`src/rtl/ps2sc_pkg.sv`:
```
// Package for the PS/2 set 1 scan code decoder with character ring buffer.
// Holds item types, scan code constants and the key lookup tables.
// No dependencies.
package ps2sc_pkg;

  typedef struct packed {
    logic       mode;
    logic [7:0] scan_byte;
  } in_item_t;

  typedef struct packed {
    logic       char_valid;
    logic [7:0] char_out;
    logic       buffer_nonempty;
    logic       dropped;
  } out_item_t;

  localparam int unsigned CFG_IDX_W = 3;

  typedef enum logic [CFG_IDX_W-1:0] {
    REG_CODE_UP     = 3'd0,
    REG_CODE_DOWN   = 3'd1,
    REG_CODE_LEFT   = 3'd2,
    REG_CODE_RIGHT  = 3'd3,
    REG_CODE_ESCAPE = 3'd4
  } cfg_reg_e;

  typedef struct packed {
    logic [CFG_IDX_W-1:0] index;
    logic [7:0]           data;
  } cfg_item_t;

  typedef struct packed {
    logic       req;
    logic [7:0] ch;
  } push_t;

  typedef struct packed {
    logic full;
    logic empty;
    logic nonempty_nxt;
  } ring_status_t;

  localparam logic [7:0] SC_PREFIX    = 8'hE0;
  localparam logic [7:0] SC_RELEASE   = 8'h80;
  localparam logic [7:0] SC_CODE_MASK = 8'h7F;
  localparam logic [7:0] SC_LSHIFT    = 8'h2A;
  localparam logic [7:0] SC_RSHIFT    = 8'h36;
  localparam logic [7:0] SC_CAPS      = 8'h3A;
  localparam logic [7:0] SC_ESCAPE    = 8'h01;
  localparam logic [7:0] SC_UP        = 8'h48;
  localparam logic [7:0] SC_DOWN      = 8'h50;
  localparam logic [7:0] SC_LEFT      = 8'h4B;
  localparam logic [7:0] SC_RIGHT     = 8'h4D;

  localparam int unsigned MAP_LEN = 58;
  localparam logic [7:0]  CHAR_A  = 8'h61;
  localparam logic [7:0]  CHAR_Z  = 8'h7A;

  localparam logic [7:0] MAP_PLAIN [MAP_LEN] = '{
    8'h00, 8'h1B, 8'h31, 8'h32, 8'h33, 8'h34, 8'h35, 8'h36, 8'h37, 8'h38,
    8'h39, 8'h30, 8'h2D, 8'h3D, 8'h08,
    8'h09, 8'h71, 8'h77, 8'h65, 8'h72, 8'h74, 8'h79, 8'h75, 8'h69, 8'h6F,
    8'h70, 8'h5B, 8'h5D, 8'h0A,
    8'h00, 8'h61, 8'h73, 8'h64, 8'h66, 8'h67, 8'h68, 8'h6A, 8'h6B, 8'h6C,
    8'h3B, 8'h27, 8'h60,
    8'h00, 8'h5C, 8'h7A, 8'h78, 8'h63, 8'h76, 8'h62, 8'h6E, 8'h6D, 8'h2C,
    8'h2E, 8'h2F, 8'h00,
    8'h2A, 8'h00, 8'h20
  };

  localparam logic [7:0] MAP_SHIFTED [MAP_LEN] = '{
    8'h00, 8'h1B, 8'h21, 8'h40, 8'h23, 8'h24, 8'h25, 8'h5E, 8'h26, 8'h2A,
    8'h28, 8'h29, 8'h5F, 8'h2B, 8'h08,
    8'h09, 8'h51, 8'h57, 8'h45, 8'h52, 8'h54, 8'h59, 8'h55, 8'h49, 8'h4F,
    8'h50, 8'h7B, 8'h7D, 8'h0A,
    8'h00, 8'h41, 8'h53, 8'h44, 8'h46, 8'h47, 8'h48, 8'h4A, 8'h4B, 8'h4C,
    8'h3A, 8'h22, 8'h7E,
    8'h00, 8'h7C, 8'h5A, 8'h58, 8'h43, 8'h56, 8'h42, 8'h4E, 8'h4D, 8'h3C,
    8'h3E, 8'h3F, 8'h00,
    8'h2A, 8'h00, 8'h20
  };

endpackage

```
`src/rtl/ps2sc_chan_if.sv`:
```
// Valid/ready channel interface carrying one item of payload type T.
// No dependencies.
interface ps2sc_chan_if #(
  parameter type T = logic
);
  logic valid;
  logic ready;
  T     payload;

  modport source (output valid, output payload, input ready);
  modport sink   (input valid, input payload, output ready);
endinterface

```
`src/rtl/ps2_scancode_to_char_fifo.sv`:
```
// Top level: PS/2 set 1 scan code decoder feeding a character ring buffer.
// Depends on ps2sc_pkg, ps2sc_chan_if, ps2sc_decode, ps2sc_ring.
//
//   port   dir  payload                                       notes
//   in_i   in   mode, scan_byte                               0 = scan byte, 1 = read
//   out_o  out  char_valid, char_out, buffer_nonempty, dropped  one per input item
//   cfg_i  in   index (0..4), data                            always ready
//
// One item per cycle while out_o is ready; each result appears in the cycle after its item is accepted,
// with read data from the single registered read port of the character memory.
// Reset clears pointers and key state and sets the code registers to their defaults; memory is not cleared.
// in_i.ready follows out_o.ready while a result is held, so the input stalls only while the output does.
module ps2_scancode_to_char_fifo
  import ps2sc_pkg::*;
#(
  parameter int unsigned BUFFER_DEPTH = 256
) (
  input  logic         clk_i,
  input  logic         rst_ni,
  ps2sc_chan_if.sink   in_i,
  ps2sc_chan_if.source out_o,
  ps2sc_chan_if.sink   cfg_i
);

  in_item_t     in_item;
  cfg_item_t    cfg_item;
  logic         accept, scan_en, pop;
  push_t        push;
  ring_status_t ring_st;
  logic [7:0]   rdata;
  logic         out_valid_q;
  logic         char_valid_q, nonempty_q, dropped_q;
  out_item_t    out_item;

  assign in_item   = in_i.payload;
  assign cfg_item  = cfg_i.payload;
  assign cfg_i.ready = 1'b1;

  assign in_i.ready = ~out_valid_q | out_o.ready;
  assign accept     = in_i.valid & in_i.ready;
  assign scan_en    = accept & ~in_item.mode;
  assign pop        = accept & in_item.mode;

  ps2sc_decode u_decode (
    .clk_i       (clk_i),
    .rst_ni      (rst_ni),
    .en_i        (scan_en),
    .scan_byte_i (in_item.scan_byte),
    .cfg_we_i    (cfg_i.valid),
    .cfg_i       (cfg_item),
    .push_o      (push)
  );

  ps2sc_ring #(
    .DEPTH (BUFFER_DEPTH)
  ) u_ring (
    .clk_i    (clk_i),
    .rst_ni   (rst_ni),
    .push_i   (push),
    .pop_i    (pop),
    .status_o (ring_st),
    .rdata_o  (rdata)
  );

  always_ff @(posedge clk_i or negedge rst_ni) begin
    if (!rst_ni) begin
      out_valid_q  <= 1'b0;
      char_valid_q <= 1'b0;
      nonempty_q   <= 1'b0;
      dropped_q    <= 1'b0;
    end else if (in_i.ready) begin
      out_valid_q <= in_i.valid;
      if (accept) begin
        char_valid_q <= pop & ~ring_st.empty;
        nonempty_q   <= ring_st.nonempty_nxt;
        dropped_q    <= push.req & ring_st.full;
      end
    end
  end

  always_comb begin
    out_item.char_valid      = char_valid_q;
    out_item.char_out        = char_valid_q ? rdata : 8'h00;
    out_item.buffer_nonempty = nonempty_q;
    out_item.dropped         = dropped_q;
  end

  assign out_o.valid   = out_valid_q;
  assign out_o.payload = out_item;

endmodule

```
`src/rtl/ps2sc_decode.sv`:
```
// Scan code decoder: prefix, shift and caps state, arrow/escape code registers.
// Produces at most one character push per scan byte. Uses ps2sc_pkg.
module ps2sc_decode
  import ps2sc_pkg::*;
(
  input  logic       clk_i,
  input  logic       rst_ni,
  input  logic       en_i,
  input  logic [7:0] scan_byte_i,
  input  logic       cfg_we_i,
  input  cfg_item_t  cfg_i,
  output push_t      push_o
);

  logic       prefix_q, prefix_d;
  logic       shift_q, shift_d;
  logic       caps_q, caps_d;
  logic [7:0] code_up_q, code_down_q, code_left_q, code_right_q, code_esc_q;
  logic [7:0] low7, plain_ch, shift_ch;
  logic       in_map, is_letter, shift_sel;
  push_t      push;

  assign low7      = scan_byte_i & SC_CODE_MASK;
  assign in_map    = scan_byte_i < 8'(MAP_LEN);
  assign plain_ch  = in_map ? MAP_PLAIN[scan_byte_i[5:0]] : 8'h00;
  assign shift_ch  = in_map ? MAP_SHIFTED[scan_byte_i[5:0]] : 8'h00;
  assign is_letter = (plain_ch >= CHAR_A) && (plain_ch <= CHAR_Z);
  assign shift_sel = shift_q ^ (caps_q & is_letter);

  always_comb begin
    prefix_d = prefix_q;
    shift_d  = shift_q;
    caps_d   = caps_q;
    push     = '0;
    if (scan_byte_i == SC_PREFIX) begin
      prefix_d = 1'b1;
    end else if (prefix_q) begin
      prefix_d = 1'b0;
      if ((scan_byte_i & SC_RELEASE) == 8'h00) begin
        case (scan_byte_i)
          SC_UP:    push = '{req: 1'b1, ch: code_up_q};
          SC_DOWN:  push = '{req: 1'b1, ch: code_down_q};
          SC_LEFT:  push = '{req: 1'b1, ch: code_left_q};
          SC_RIGHT: push = '{req: 1'b1, ch: code_right_q};
          default:  push = '0;
        endcase
      end
    end else if ((scan_byte_i & SC_RELEASE) != 8'h00) begin
      if (low7 == SC_LSHIFT || low7 == SC_RSHIFT) begin
        shift_d = 1'b0;
      end
    end else if (scan_byte_i == SC_LSHIFT || scan_byte_i == SC_RSHIFT) begin
      shift_d = 1'b1;
    end else if (scan_byte_i == SC_CAPS) begin
      caps_d = ~caps_q;
    end else if (scan_byte_i == SC_ESCAPE) begin
      push = '{req: 1'b1, ch: code_esc_q};
    end else begin
      push.ch  = shift_sel ? shift_ch : plain_ch;
      push.req = push.ch != 8'h00;
    end
  end

  assign push_o = '{req: push.req & en_i, ch: push.ch};

  always_ff @(posedge clk_i or negedge rst_ni) begin
    if (!rst_ni) begin
      prefix_q <= 1'b0;
      shift_q  <= 1'b0;
      caps_q   <= 1'b0;
    end else if (en_i) begin
      prefix_q <= prefix_d;
      shift_q  <= shift_d;
      caps_q   <= caps_d;
    end
  end

  always_ff @(posedge clk_i or negedge rst_ni) begin
    if (!rst_ni) begin
      code_up_q    <= 8'd128;
      code_down_q  <= 8'd129;
      code_left_q  <= 8'd130;
      code_right_q <= 8'd131;
      code_esc_q   <= 8'd27;
    end else if (cfg_we_i) begin
      case (cfg_i.index)
        REG_CODE_UP:     code_up_q    <= cfg_i.data;
        REG_CODE_DOWN:   code_down_q  <= cfg_i.data;
        REG_CODE_LEFT:   code_left_q  <= cfg_i.data;
        REG_CODE_RIGHT:  code_right_q <= cfg_i.data;
        REG_CODE_ESCAPE: code_esc_q   <= cfg_i.data;
        default: ;
      endcase
    end
  end

endmodule

```
`src/rtl/ps2sc_ring.sv`:
```
// Character ring buffer: one synchronous memory, head and tail pointers.
// One slot stays empty; read data is registered. Uses ps2sc_pkg.
module ps2sc_ring
  import ps2sc_pkg::*;
#(
  parameter int unsigned DEPTH = 256
) (
  input  logic         clk_i,
  input  logic         rst_ni,
  input  push_t        push_i,
  input  logic         pop_i,
  output ring_status_t status_o,
  output logic [7:0]   rdata_o
);

  localparam int unsigned PW = $clog2(DEPTH);

  logic [7:0]    mem [DEPTH];
  logic [PW-1:0] head_q, tail_q, head_inc, tail_inc;
  logic [7:0]    rdata_q;
  logic          empty, full, do_push, do_pop;

  assign head_inc = (head_q == PW'(DEPTH - 1)) ? '0 : head_q + PW'(1);
  assign tail_inc = (tail_q == PW'(DEPTH - 1)) ? '0 : tail_q + PW'(1);
  assign empty    = head_q == tail_q;
  assign full     = tail_inc == head_q;
  assign do_push  = push_i.req & ~full;
  assign do_pop   = pop_i & ~empty;

  always_comb begin
    status_o.full  = full;
    status_o.empty = empty;
    if (do_pop) begin
      status_o.nonempty_nxt = head_inc != tail_q;
    end else if (do_push) begin
      status_o.nonempty_nxt = 1'b1;
    end else begin
      status_o.nonempty_nxt = ~empty;
    end
  end

  always_ff @(posedge clk_i or negedge rst_ni) begin
    if (!rst_ni) begin
      head_q <= '0;
      tail_q <= '0;
    end else begin
      if (do_pop) begin
        head_q <= head_inc;
      end
      if (do_push) begin
        tail_q <= tail_inc;
      end
    end
  end

  always_ff @(posedge clk_i) begin
    if (do_push) begin
      mem[tail_q] <= push_i.ch;
    end
    if (do_pop) begin
      rdata_q <= mem[head_q];
    end
  end

  assign rdata_o = rdata_q;

endmodule

```
`src/flat_wrapper.sv`:
```
// flat-port wrapper written by rule: the top's interface ports become plain ports
module ps2_scancode_to_char_fifo_flat import ps2sc_pkg::*;
#(
  parameter int unsigned BUFFER_DEPTH = 256
)
  (clk_i, rst_ni, in_i_valid, in_i_payload, in_i_ready, out_o_valid, out_o_payload, out_o_ready, cfg_i_valid, cfg_i_payload, cfg_i_ready);
  ps2sc_chan_if #(.T(in_item_t)) in_i_i ();
  ps2sc_chan_if #(.T(out_item_t)) out_o_i ();
  ps2sc_chan_if #(.T(cfg_item_t)) cfg_i_i ();
  input  logic clk_i;
  input  logic rst_ni;
  input wire logic [$bits(in_i_i.valid)-1:0] in_i_valid;
  input wire logic [$bits(in_i_i.payload)-1:0] in_i_payload;
  output wire logic [$bits(in_i_i.ready)-1:0] in_i_ready;
  output wire logic [$bits(out_o_i.valid)-1:0] out_o_valid;
  output wire logic [$bits(out_o_i.payload)-1:0] out_o_payload;
  input wire logic [$bits(out_o_i.ready)-1:0] out_o_ready;
  input wire logic [$bits(cfg_i_i.valid)-1:0] cfg_i_valid;
  input wire logic [$bits(cfg_i_i.payload)-1:0] cfg_i_payload;
  output wire logic [$bits(cfg_i_i.ready)-1:0] cfg_i_ready;
  assign in_i_i.valid = in_i_valid;
  assign in_i_i.payload = in_i_payload;
  assign in_i_ready = in_i_i.ready;
  assign out_o_valid = out_o_i.valid;
  assign out_o_payload = out_o_i.payload;
  assign out_o_i.ready = out_o_ready;
  assign cfg_i_i.valid = cfg_i_valid;
  assign cfg_i_i.payload = cfg_i_payload;
  assign cfg_i_ready = cfg_i_i.ready;
  ps2_scancode_to_char_fifo #(.BUFFER_DEPTH(BUFFER_DEPTH)) u_core (.clk_i(clk_i), .rst_ni(rst_ni), .in_i(in_i_i), .out_o(out_o_i), .cfg_i(cfg_i_i));
endmodule
```
`config.mk`:
```
export PLATFORM = sky130hd
export DESIGN_NAME = ps2_scancode_to_char_fifo_flat
export DESIGN_NICKNAME = d
export VERILOG_FILES = /design/src/rtl/ps2sc_pkg.sv /design/src/rtl/ps2sc_chan_if.sv /design/src/rtl/ps2_scancode_to_char_fifo.sv /design/src/rtl/ps2sc_decode.sv /design/src/rtl/ps2sc_ring.sv /design/src/flat_wrapper.sv
export SDC_FILE = /design/constraint.sdc
export NUM_CORES = 2
export LEC_CHECK = 0
export ABC_AREA = 1
export BUFFER_PORTS_ARGS = -buffer_cell sky130_fd_sc_hd__buf_2
export CAP_MARGIN = 20
export CORE_ASPECT_RATIO = 2
export CORE_UTILIZATION = 60
export DETAILED_ROUTE_END_ITERATION = 7
export PLACE_DENSITY_LB_ADDON = 0.3
export SLEW_MARGIN = 20
export SYNTH_ARGS = -nofsm -noshare
export SYNTH_HDL_FRONTEND = slang
export SYNTH_HIERARCHICAL = 1
export SYNTH_SLANG_ARGS = --single-unit
export TNS_END_PERCENT = 1
```
`constraint.sdc`:
```
create_clock -name clk_i -period 11.09 [get_ports clk_i]
set_clock_uncertainty 0.1 [all_clocks]
set_input_delay 0.5545 -clock clk_i [delete_from_list [all_inputs] [get_ports clk_i]]
set_output_delay 0.5545 -clock clk_i [all_outputs]
set_load 0.01 [all_outputs]
```
After elaboration in Yosys (flattened, before gate mapping)

Memories as Yosys holds them, arrays and structs flattened. A register that Yosys moved wholly into a read port is not among the register bits.
Index checks and enable logic that the tools add are counted.

Order comparisons: 4
Multiplexer cells: 26
Add/subtract/negate cells: 2
Equal/unequal tests: 21
Reduce and logical (&&, ||, !) cells: 15
Bitwise logic cells: 20

Operator list:

| cell                                                       | number |
|---|---|
| two-way mux 8 bit                                          | 10 |
| two-way mux 9 bit                                          | 7 |
| one-hot mux 9 bit (4 select lines)                         | 1 |
| == test 8 x 7 -> 1 bit, second input constant              | 4 |
| == test 8 x 6 -> 1 bit, second input constant              | 3 |
| == test 8 bit, second input constant                       | 3 |
| adder 8 x 1 -> 8 bit, second input constant                | 2 |
| == test 8 bit                                              | 2 |
| == test 7 x 6 -> 1 bit, second input constant              | 2 |
| AND reduction 2 bit                                        | 6 |
| inverter 1 bit                                             | 9 |
| bitwise AND 1 bit                                          | 8 |
| == test 8 x 1 -> 1 bit, second input constant              | 1 |
| >= comparator 8 x 7 -> 1 bit, second input constant        | 1 |
| <= comparator 8 x 7 -> 1 bit, second input constant        | 1 |
| logical NOT 8 bit                                          | 1 |
| less-than comparator 8 x 6 -> 1 bit, second input constant | 1 |
| two-way mux 1 bit                                          | 8 |
| != test 8 bit                                              | 1 |
| nonzero test 8 bit                                         | 1 |
| >= comparator 7 bit, second input constant                 | 1 |
| inverter 6 -> 7 bit                                        | 1 |
| == test 3 x 2 -> 1 bit, second input constant              | 2 |
| AND reduction 6 bit                                        | 1 |
| other kinds (10)                                           | 11 |

Logic and storage cells: 105
Input bits: 25
Bits in read-only memories: 1,024
Flip-flop bits (word level): 63
Memories: 3
Bits in writable memories: 2,048

Memory list:

| name              | words | width | rd ports | clocked after memory_dff | wr ports | line               | source |
|---|---|---|---|---|---|---|---|
| u_core.u_ring.mem | 256   | 8     | 1        | 1                        | 1        | ps2sc_ring.sv:18   | `logic [7:0] mem [DEPTH];` |
| (name not given)  | 64    | 8     | 1        | 0                        | 0        | ps2sc_decode.sv:26 | `assign shift_ch = in_map ? MAP_SHIFTED[scan_byte_i[5:0]] : 8'h00;` |
| (name not given)  | 64    | 8     | 1        | 0                        | 0        | ps2sc_decode.sv:25 | `assign plain_ch = in_map ? MAP_PLAIN[scan_byte_i[5:0]] : 8'h00;` |

Depth between registers and ports, before layout

Word-level depth: 21
Depth in mapped cells: 30

Cells and area by module

Netlist, hierarchy kept.

By module, submodules not included:

| module                    | instances | area an instance (um^2) | cells each |
|---|---|---|---|
| ps2sc_ring                | 1         | 84,840.1                | 7,213 |
| ps2sc_decode              | 1         | 3,497.1                 | 523 |
| ps2_scancode_to_char_fifo | 1         | 286.5                   | 43 |

Worst setup path before layout

OpenSTA, ideal clock, no wires.

Path kind: input to register
Start: input port in_i_payload[0]
End: memory u_core.u_ring.mem[0][5] (data pin)
Data required time: 9.260 ns
Stages: 21
Arrival time: 9.184 ns
Setup time: 1.730 ns
Path slack: 0.076 ns
Cells stage by stage: inv_1 > ha_1 > inv_1 > nand2_1 > nand2_1 > nand2_1 > nand2_1 > nand2_1 > nand2_1 > inv_2 > nand2_1 > nand2_2 > nand3_2 > nand3_2 > nand2_2 > nand2_2 > nand2_1 > nand2_1 > nand2_1 > a21oi_1 > a31oi_1

RTL lines:

| element            | line               | source |
|---|---|---|
| start: declaration | flat_wrapper.sv:13 | `input wire logic [$bits(in_i_i.payload)-1:0] in_i_payload;` |
| end: declaration   | ps2sc_ring.sv:18   |  |

==> summary.md <==
| Metric | Value |
|---|---|
| Status | finished clean |
| FF-to-FF path depth | 12 |
| Yosys cell types | 55 |
| Antenna violations before repair | 4 |
| WL/cell | 25.2 um |
| Dpl cells | 9273 |
| WP data required | 11400 ps |
| Die Y | 546 um |
| WHS Path Cells | 5 |
| I/O Buffers | 37 |
| Final Non-Filler Cells | 9583 |
| Finish-stage setup viols | 0 |
| Detailed-router iteration count before antenna repair | 7 |
| Nets | 7594 |
| Post_cts resized | 0 |
| WL final | 242000 um |
| Clock Sinks | 2119 |
| RSZ-0062 raised after global routing | no |
| H-tree depth | 4 |
| Mapped Nets | 7821 |
| Vias in the first global route | 58500 |
| Synth warn | 6 |
| Remaining antenna violation count after routing | 0 |
| Max FO, Critical Path | 26 |
| Main flop type after synthesis | edfxtp_1 |
| Max-Cap Viols | 0 |
| Minimum clock period | 5710 ps |
| Cells after synthesis | 7779 |
| GR Util All Layers | 32.3% |
| Crit path launch type | input port |
| FP Rows | 199 |
| Clk root buf | clkbuf_16 |
| Setup TNS Final | 0 ps |
| Worst-path clk slew | 60 ps |
| Final instance area | 95200 um^2 |
| Cell Area, Placed | 89700 um^2 |
| EDFF count, synth | 2056 |
| Starting Density | 60.4% |
| DR iter-0 viols | 7130 |
| Cell Area, Synth | 88600 um^2 |
| Routed via count | 59900 |
| TritonCTS clock tree | yes |
| Peak supply drop | 0.318 mV |
| Largest net degree at the start of global routing | 229 |
| Kind of critical path | in2reg |
| # DRC | 0 |
| Core area | 147000 um^2 |
| Avg Cell Area, Syn | 11.4 um^2 |
| Global route overflow | 0 |
| Peak Freq | 0.175 GHz |
| Via density | 6.25 |
| Commonest non-fill, non-tap cell in the layout | nand2_1 |
| Final hold vios | 0 |
| Highest-count cells in the layout ignoring fill and taps | nand2_1, edfxtp_1, nand3_1, nor2_1, clkbuf_16 |
| Hold crit path type | in2reg |
| Post-synthesis sequential area ratio | 71.5% |
| Worst Max-Slew Pin Slew | 1260 ps |
| Total CTS buffers | 172 |
| Hold WS | 38.2 ps |
| Gpl congestion | 0.930 |
| Clock buffer depth | 4 |
| Pwr dens | 237 nW/um^2 |
| Chip width | 274 um |
| Leakage power | 33.6 nW |
| Slew Viols, Final | 0 |
| Asr flop ratio synth | 2.97% |
| Data arrival time of the critical path | 6020 ps |
| HPWL Detailed | 142000 um |
| Final Cycle Share | 51.5% |
| Layout cells sized above 1 | 6.30% |
| Seq cells post-synth | 2119 |
| Later-pin clock latency in the skew report | 820 ps |
| Area Growth Syn to Fin | 7.41% |
| Worst rel slew slack | 15.8% |
| First-pass GRT wire length | 355000 um |
| I/O pin total | 39 |
| DIE AREA | 149000 um^2 |
| CP Capture Type | register |
[per-layer routing]
metal  vias up  routed length, um  GRT usage (%)  part of all wire [%]
met4         0              20400           24.7                   8.5
met1     28700              78500           36.0                    32
met3       916              20600           4.56                   8.5
met5         -                  0              0                     0
li1      26800                  -              -                     -
met2      3455             122000           55.5                    51
[state kept, by name, summed over array words and instances (netlist names)]
register / cells
u_core/u_decode/code_right_q: 8
u_core/dropped_q: 1
u_core/u_decode/caps_q: 1
u_core/u_decode/code_up_q: 8
u_core/u_decode/code_esc_q: 8
u_core/u_ring/mem: 2048
u_core/u_decode/code_down_q: 8
u_core/u_ring/rdata_o: 8
u_core/u_decode/code_left_q: 8
u_core/u_decode/shift_q: 1
u_core/nonempty_q: 1
u_core/out_o.valid: 1
u_core/u_ring/tail_q: 8
u_core/u_ring/head_q: 8
u_core/u_decode/prefix_q: 1
u_core/char_valid_q: 1
[worst max-delay path, cell delays in order]
cell,delay (ps)
dlygate4sd3_1,530
buf_2,160
nor2_2,500
nand3_1,220
nor2_1,210
nand2_1,170
nand2_2,130
nor2_2,40
nand2_2,90
nand3_2,80
nand2_2,100
nand2_2,110
nand2_1,70
nand2_1,120
nand2_1,100
nor2_1,40
nand2_1,70
nand2_1,80
a21oi_4,110
buf_4,450
nand3_2,1040
nor2_1,990
[repair_timing]
item | CTS | global route
endpoints found under the hold margin | 86 | 0
buffers inserted | 0 | 0
hold buffers | 14 | 0
[synthesized netlist by cell type (11+ instances only)]
cell type	instances	share of area, %
buf_2	136	0.77
nor2_1	287	1.2
nand4_1	19	0.13
nor2_2	48	0.34
a21oi_1	24	0.14
inv_1	89	0.38
nand3_4	12	0.24
xor2_1	13	0.13
buf_6	12	0.15
nand3_2	11	0.12
clkbuf_1	271	1.1
dfstp_2	12	0.36
nand3_1	2046	12
inv_2	14	0.059
buf_4	17	0.14
nand2_1	2404	10
dfrtp_1	51	1.4
buf_1	80	0.34
ha_1	17	0.24
edfxtp_1	2056	70
o21ai_0	72	0.41
[path summary, 6_finish.rpt]
kind / startpoint / to / slack [ps]
max in group asynchronous: rst_ni / u_core/u_ring/head_q[1] / 9820
max: in_i_payload[7] / u_core/u_ring/mem[156][5] / 5380
min in group asynchronous: rst_ni / u_core/u_decode/code_left_q[0] / 380
min reg2reg: u_core/dropped_q / u_core/dropped_q / 390
max reg2reg: u_core/u_ring/head_q[1] / u_core/u_ring/rdata_o[4] / 5780
min: out_o_ready / u_core/nonempty_q / 40
[report_power, final]
group | switching, mW | internal [mW] | leakage, nW | total, mW
registers | 0.198 | 9.14 | 19.2 | 9.34
clock network | 2.67 | 3.29 | 2.58 | 5.96
logic | 5.37 | 1.87 | 11.8 | 7.24
[cell type report]
class / instances / area (um^2)
Antenna cell: 6 / 15.0
Clock inverter: 84 / 916
Sequential cell: 2119 / 63300
Fill cell: 10600 / 51500
Inverter: 110 / 448
Tap cell: 1909 / 2390
Timing Repair Buffer: 120 / 1010
Multi-Input combinational cell: 5029 / 22600
Clock buffer: 206 / 4430
[stage by stage]
step	utilization (%)	total power, mW	worst slack [ps]
2_1_floorplan	-	14.5	75.8
6_report	64.9	22.5	5380
5_1_grt	64.9	23.4	5260
3_5_place_dp	61.2	16.5	4820
3_3_place_gp	61.1	16.4	4770
4_1_cts	64.9	22.4	5590
[cells by family after synthesis]
group,after synthesis,share of synthesized area (%)
other,1,0.00423
and+or+nand+nor,4867,24.2
adders and majority gates,17,0.240
buffers and inverters,631,3.12
AOI/OAI and AO/OA,127,0.812
xor gates and xnor gates,17,0.176
DFF,2119,71.5
Note: power is estimated with default switching activity, not from simulation.
